`config.mk`:
```
export PLATFORM = sky130hd
export DESIGN_NAME = dlp_front
export DESIGN_NICKNAME = d
export VERILOG_FILES = /design/src/rtl/core/dlp_pkg.sv /design/src/rtl/core/dlp_front.sv
export SDC_FILE = /design/constraint.sdc
export NUM_CORES = 1
export LEC_CHECK = 0
export BUFFER_PORTS_ARGS = -buffer_cell sky130_fd_sc_hd__buf_4
export CORE_MARGIN = 2
export CORE_UTILIZATION = 25
export CTS_CLUSTER_SIZE = 28
export DETAILED_ROUTE_END_ITERATION = 10
export GPL_TIMING_DRIVEN = 0
export HOLD_SLACK_MARGIN = 0.02
export PLACE_DENSITY = 0.51
export SYNTH_ARGS = -nofsm -noshare
export SYNTH_HDL_FRONTEND = slang
export SYNTH_SLANG_ARGS = --single-unit
```
`constraint.sdc`:
```
create_clock -name i_clk -period 2.01 [get_ports i_clk]
set_input_delay 0.3015 -clock i_clk [delete_from_list [all_inputs] [get_ports i_clk]]
set_output_delay 0.3015 -clock i_clk [all_outputs]
set_load 0.01 [all_outputs]
```
`src/rtl/core/dlp_pkg.sv`:
```
// ----------------------------------------------------------------------------
// dlp_pkg
// Shared types and codes for the longest-chain block.
// ----------------------------------------------------------------------------
package dlp_pkg;

    localparam int NODES = 64;
    localparam int IDX_W = 6;
    localparam int LEN_W = 7;

    // request codes
    localparam logic [1:0] OP_NODE  = 2'd0;
    localparam logic [1:0] OP_EDGE  = 2'd1;
    localparam logic [1:0] OP_RUN   = 2'd2;
    localparam logic [1:0] OP_CLEAR = 2'd3;

    // result status codes
    localparam logic [1:0] ST_PATH  = 2'd0;
    localparam logic [1:0] ST_CYCLE = 2'd1;
    localparam logic [1:0] ST_EMPTY = 2'd2;

    localparam logic [LEN_W-1:0] NO_HOP = LEN_W'(NODES);

    typedef struct packed {
        logic [1:0]       op;
        logic [IDX_W-1:0] src;
        logic [IDX_W-1:0] dst;
    } t_cmd;

    // queue status seen by the back end
    typedef struct packed {
        logic avail;
        t_cmd cmd;
    } t_qhead;

endpackage

```
`src/rtl/core/dlp_front.sv`:
```
// ----------------------------------------------------------------------------
// dlp_front
// Input side: takes items, decodes the request and queues them for the
// back end in a four-entry queue.
// ----------------------------------------------------------------------------
module dlp_front (
    input  logic               i_clk,
    input  logic               i_rst_n,
    input  logic               i_valid,
    output logic               o_stall,
    input  logic [1:0]         i_req_type,
    input  logic [5:0]         i_src_node,
    input  logic [5:0]         i_dst_node,
    input  logic               i_pop,
    output dlp_pkg::t_qhead    o_head
);

    dlp_pkg::t_cmd r_q [4];
    logic [1:0] r_wr;
    logic [1:0] r_rd;
    logic [2:0] r_cnt;
    logic       push;
    logic       pop;
    dlp_pkg::t_cmd cmd;

    always_comb begin
        cmd.op  = i_req_type;
        cmd.src = i_src_node;
        // only an edge carries a destination
        cmd.dst = (i_req_type == dlp_pkg::OP_EDGE) ? i_dst_node : '0;
    end

    assign o_stall = (r_cnt == 3'd4);
    assign push    = i_valid && !o_stall;
    assign pop     = i_pop && (r_cnt != 3'd0);

    always_ff @(posedge i_clk) begin
        if (!i_rst_n) begin
            r_wr  <= '0;
            r_rd  <= '0;
            r_cnt <= '0;
        end else begin
            if (push) begin
                r_wr <= r_wr + 2'd1;
            end
            if (pop) begin
                r_rd <= r_rd + 2'd1;
            end
            r_cnt <= r_cnt + 3'(push) - 3'(pop);
        end
    end

    always_ff @(posedge i_clk) begin
        if (push) begin
            r_q[r_wr] <= cmd;
        end
    end

    assign o_head.avail = (r_cnt != 3'd0);
    assign o_head.cmd   = r_q[r_rd];

endmodule

```
==> flow_metrics.tcl <==
set metrics [dict create \
    p_int_mw 3.10 \
    critPathMaxFanout 5 \
    placed_area_mm2 0.00301 \
    ys_seq_elements 65 \
    crit_chain "nor3b_4 -> nor2b_4 -> inv_4 -> ha_4 -> inv_2 -> ha_4 -> inv_2 -> fa_2 -> xnor2_2 -> xnor2_1 -> and2_1" \
    ff2ff_path_depth 11 \
    diodes 0 \
    worstHoldEndpoint "r_q[2][11]" \
    track_usage_pct 8.90 \
    synthArstFlopShare_pct 0 \
    via_per_inst 4.01 \
    maxCapViolations 0 \
    ir_worst_vdd_v 0.000575 \
    drt_first_pass_iters 6 \
    synthCells 128 \
    regToRegStartpoint "r_cnt[1]" \
    hold_path.class "input port to register" \
    cts_buffers 9 \
    min_path_cells 1 \
    critPathLaunchType "register" \
    fin_hold_ws_ns 0.163 \
    min_period_over_period_pct 101 \
    clk_latency_ns 0.34 \
    run_status "complete, but fails checks" \
    hold_start "i_src_node[5]" \
    grt_pass1_vias 1373 \
    nets 205 \
    grt_max_degree 15 \
    syn_area_mm2 0.00258 \
    yosys.area.top_type "edfxtp_1" \
    cpLargestDelayFamily "adder cells" \
    clkTransAtPathRegs_ns 0.07 \
    ys_types 20 \
    fp-row-count 37 \
    cts-root-buf "clkbuf_8" \
    drc 0 \
    clkPwrFrac_pct 28.2 \
    synth_ff_type "edfxtp_1" \
    synthToLayoutAreaGrowth_pct 30.2 \
    final_cell_count_no_fill 321 \
    pwr-share-seq_pct 41.6 \
    drv_slew 0 \
    gp_congestion 0.670 \
    switching_share_pct 26.7 \
    fmax_mhz 491 \
    setup_viol 1 \
    skew_ns 0.00606 \
    dp.cells 296 \
    critical_path_class "register to register" \
    die_area_mm2 0.0112 \
    worstReg2RegEnd "r_cnt[2]" \
    netlist_top_cells_count "edfxtp_1 (56), and2_1 (13), mux4_2 (10)" \
    cp.required_ns 2.24 \
    tritoncts "done" \
    fin_ws_ns -0.0253 \
    antenna_found_initial 0 \
    cts_max_path_buffers 2 \
    dp_slack_ns -0.178 \
    regToRegSetupSlack_ns -0.03 \
    powerDensity_mw_per_mm2 1250 \
    period_needed_ns 2.04 \
    synthMostInstantiatedCell "edfxtp_1" \
    slew_headroom_pct 48.7 \
    die_w_um 106 \
    worstPathArrival_ns 2.27 \
    wl_mm 4.71 \
    cp_slowest_cell "dfxtp_4" \
    grt_setup_unrepaired "yes" \
    violations "negative setup slack" \
    core_mm2 0.0102 \
    die-height_um 106 \
    initial_core_util_pct 25.4 \
    hpwlAfterDp_mm 2.84 \
    cts.sinks 65 \
    synth_top_area_share_pct 65.1 \
    synth_area_leaders "edfxtp_1 (65%), mux4_2 (8.7%), dfxtp_1 (7.0%)" \
    syn_avg_cell_area_um2 20.2 \
    grt_pass1_wl_mm 7.29 \
    worstMarginPinSlew_ns 0.770 \
    vias 1286 \
    switchingPower_mw 1.13 \
    ant_nets 0 \
    fillCellCount 1001 \
    grt.overflow.total 0 \
    wire_per_inst_um 14.7 \
    port_buffers 32 \
    slowest_delay_ns 0.38 \
    hold_viol_final 0 \
    ys_warn_count 0 \
    drt_iter0_drc 17 \
    synth_edf_count 56 \
    p_leak_nw 1.18 \
    critPathCaptureType "register" \
    htreeDepth 3 \
    num_io_pins 34 \
    comb_power_share_pct 30.2 \
    synth_nets 153 \
    yosysSeqAreaShare_pct 72.1 \
    worst-path-buf-inv 3 \
    post-route-cell-area_mm2 0.00336 \
    drive_gt1_share_pct 45.9 \
]
[what timing repair did]
item                                    4_1_cts  5_1_grt
hold buffers                                  0        0
setup buffers                                 5        4
resized for setup                            10        7
endpoints found under the setup margin        2       34
cloned                                        0        1
pin swaps                                     5        6
[how the worst max path moves through the flow]
| stage | endpoint | cells after the start | from |
|---|---|---|---|
| 3_5_place_dp | r_cnt[2] | 12 | r_cnt[2] |
| 2_1_floorplan | r_cnt[2] | 12 | r_cnt[2] |
| 5_1_grt | r_cnt[2] | 11 | r_cnt[1] |
| 3_3_place_gp | r_cnt[2] | 12 | r_cnt[2] |
| 6_report | r_cnt[2] | 11 | r_cnt[1] |
| 4_1_cts | r_cnt[2] | 10 | r_cnt[2] |
[per-stage QoR]
| step | setup TNS (ns) | power [mW] | utilization [%] |
|---|---|---|---|
| detailed placement | -0.178 | 2.85 | 29.5 |
| CTS | -0.0919 | 4.18 | 32.4 |
| global placement | -0.218 | 2.85 | 29.5 |
| global route | -0.116 | 4.45 | 33.0 |
| floorplan | -0.0898 | 2.45 | - |
| finish | -0.0253 | 4.22 | 33.0 |
[routing by layer]
metal,share of wire [%],up-vias,track usage [%]
met5,0,-,0
met4,0.36,0,2.54
met3,7.5,4,4.58
met2,49,45,14.7
met1,43,638,10.2
li1,-,599,-
[kinds of logic (layout without fill, tap and decap cells)]
family	count (synthesis)	count (layout)	synth area share [%]
mux	16	16	13.6
buf+inv	10	67	2.71
simple gates	24	24	5.67
compound gates	2	2	0.969
fa+ha+maj	7	7	3.68
flops	65	65	72.1
xor+xnor	4	4	1.36
[power by group through the flow]
stage / sequential [mW] / clock, mW / combinational (mW)
floorplan: 1.76 / 0 / 0.687
global placement: 1.79 / 0 / 1.06
detailed placement: 1.79 / 0 / 1.07
CTS: 1.76 / 1.23 / 1.19
global route: 1.77 / 1.29 / 1.39
finish: 1.76 / 1.19 / 1.28
[registers in the layout (all words and copies together), names as in the netlist, named ones only]
name	flops
r_q	56
r_cnt	3
r_rd	2
r_wr	2
[area by class of cell]
type | count | area [um^2] | area share, %
Sequential cell | 65 | 1870 | 55.7
Multi-Input combinational cell | 53 | 703 | 20.9
Timing Repair Buffer | 42 | 337 | 10.0
Tap cell | 136 | 170 | 5.06
Clock buffer | 9 | 124 | 3.68
Clock inverter | 7 | 93.8 | 2.79
Buffer | 4 | 42.5 | 1.26
Inverter | 5 | 21.3 | 0.632
[cell usage in the layout (no fill, tap or decap), types with 2 or more instances in the layout]
cell,instances
bufinv_16,2
buf_4,40
mux4_2,10
dfxtp_1,6
and2_2,2
nor2b_1,4
mux2i_1,2
edfxtp_1,56
ha_4,2
dfxtp_4,3
mux4_1,4
inv_1,2
nand2_1,4
xnor2_1,3
inv_2,2
and2_1,11
clkbuf_8,9
buf_6,2
ha_1,4
Note: power is estimated with default switching activity, not from simulation.
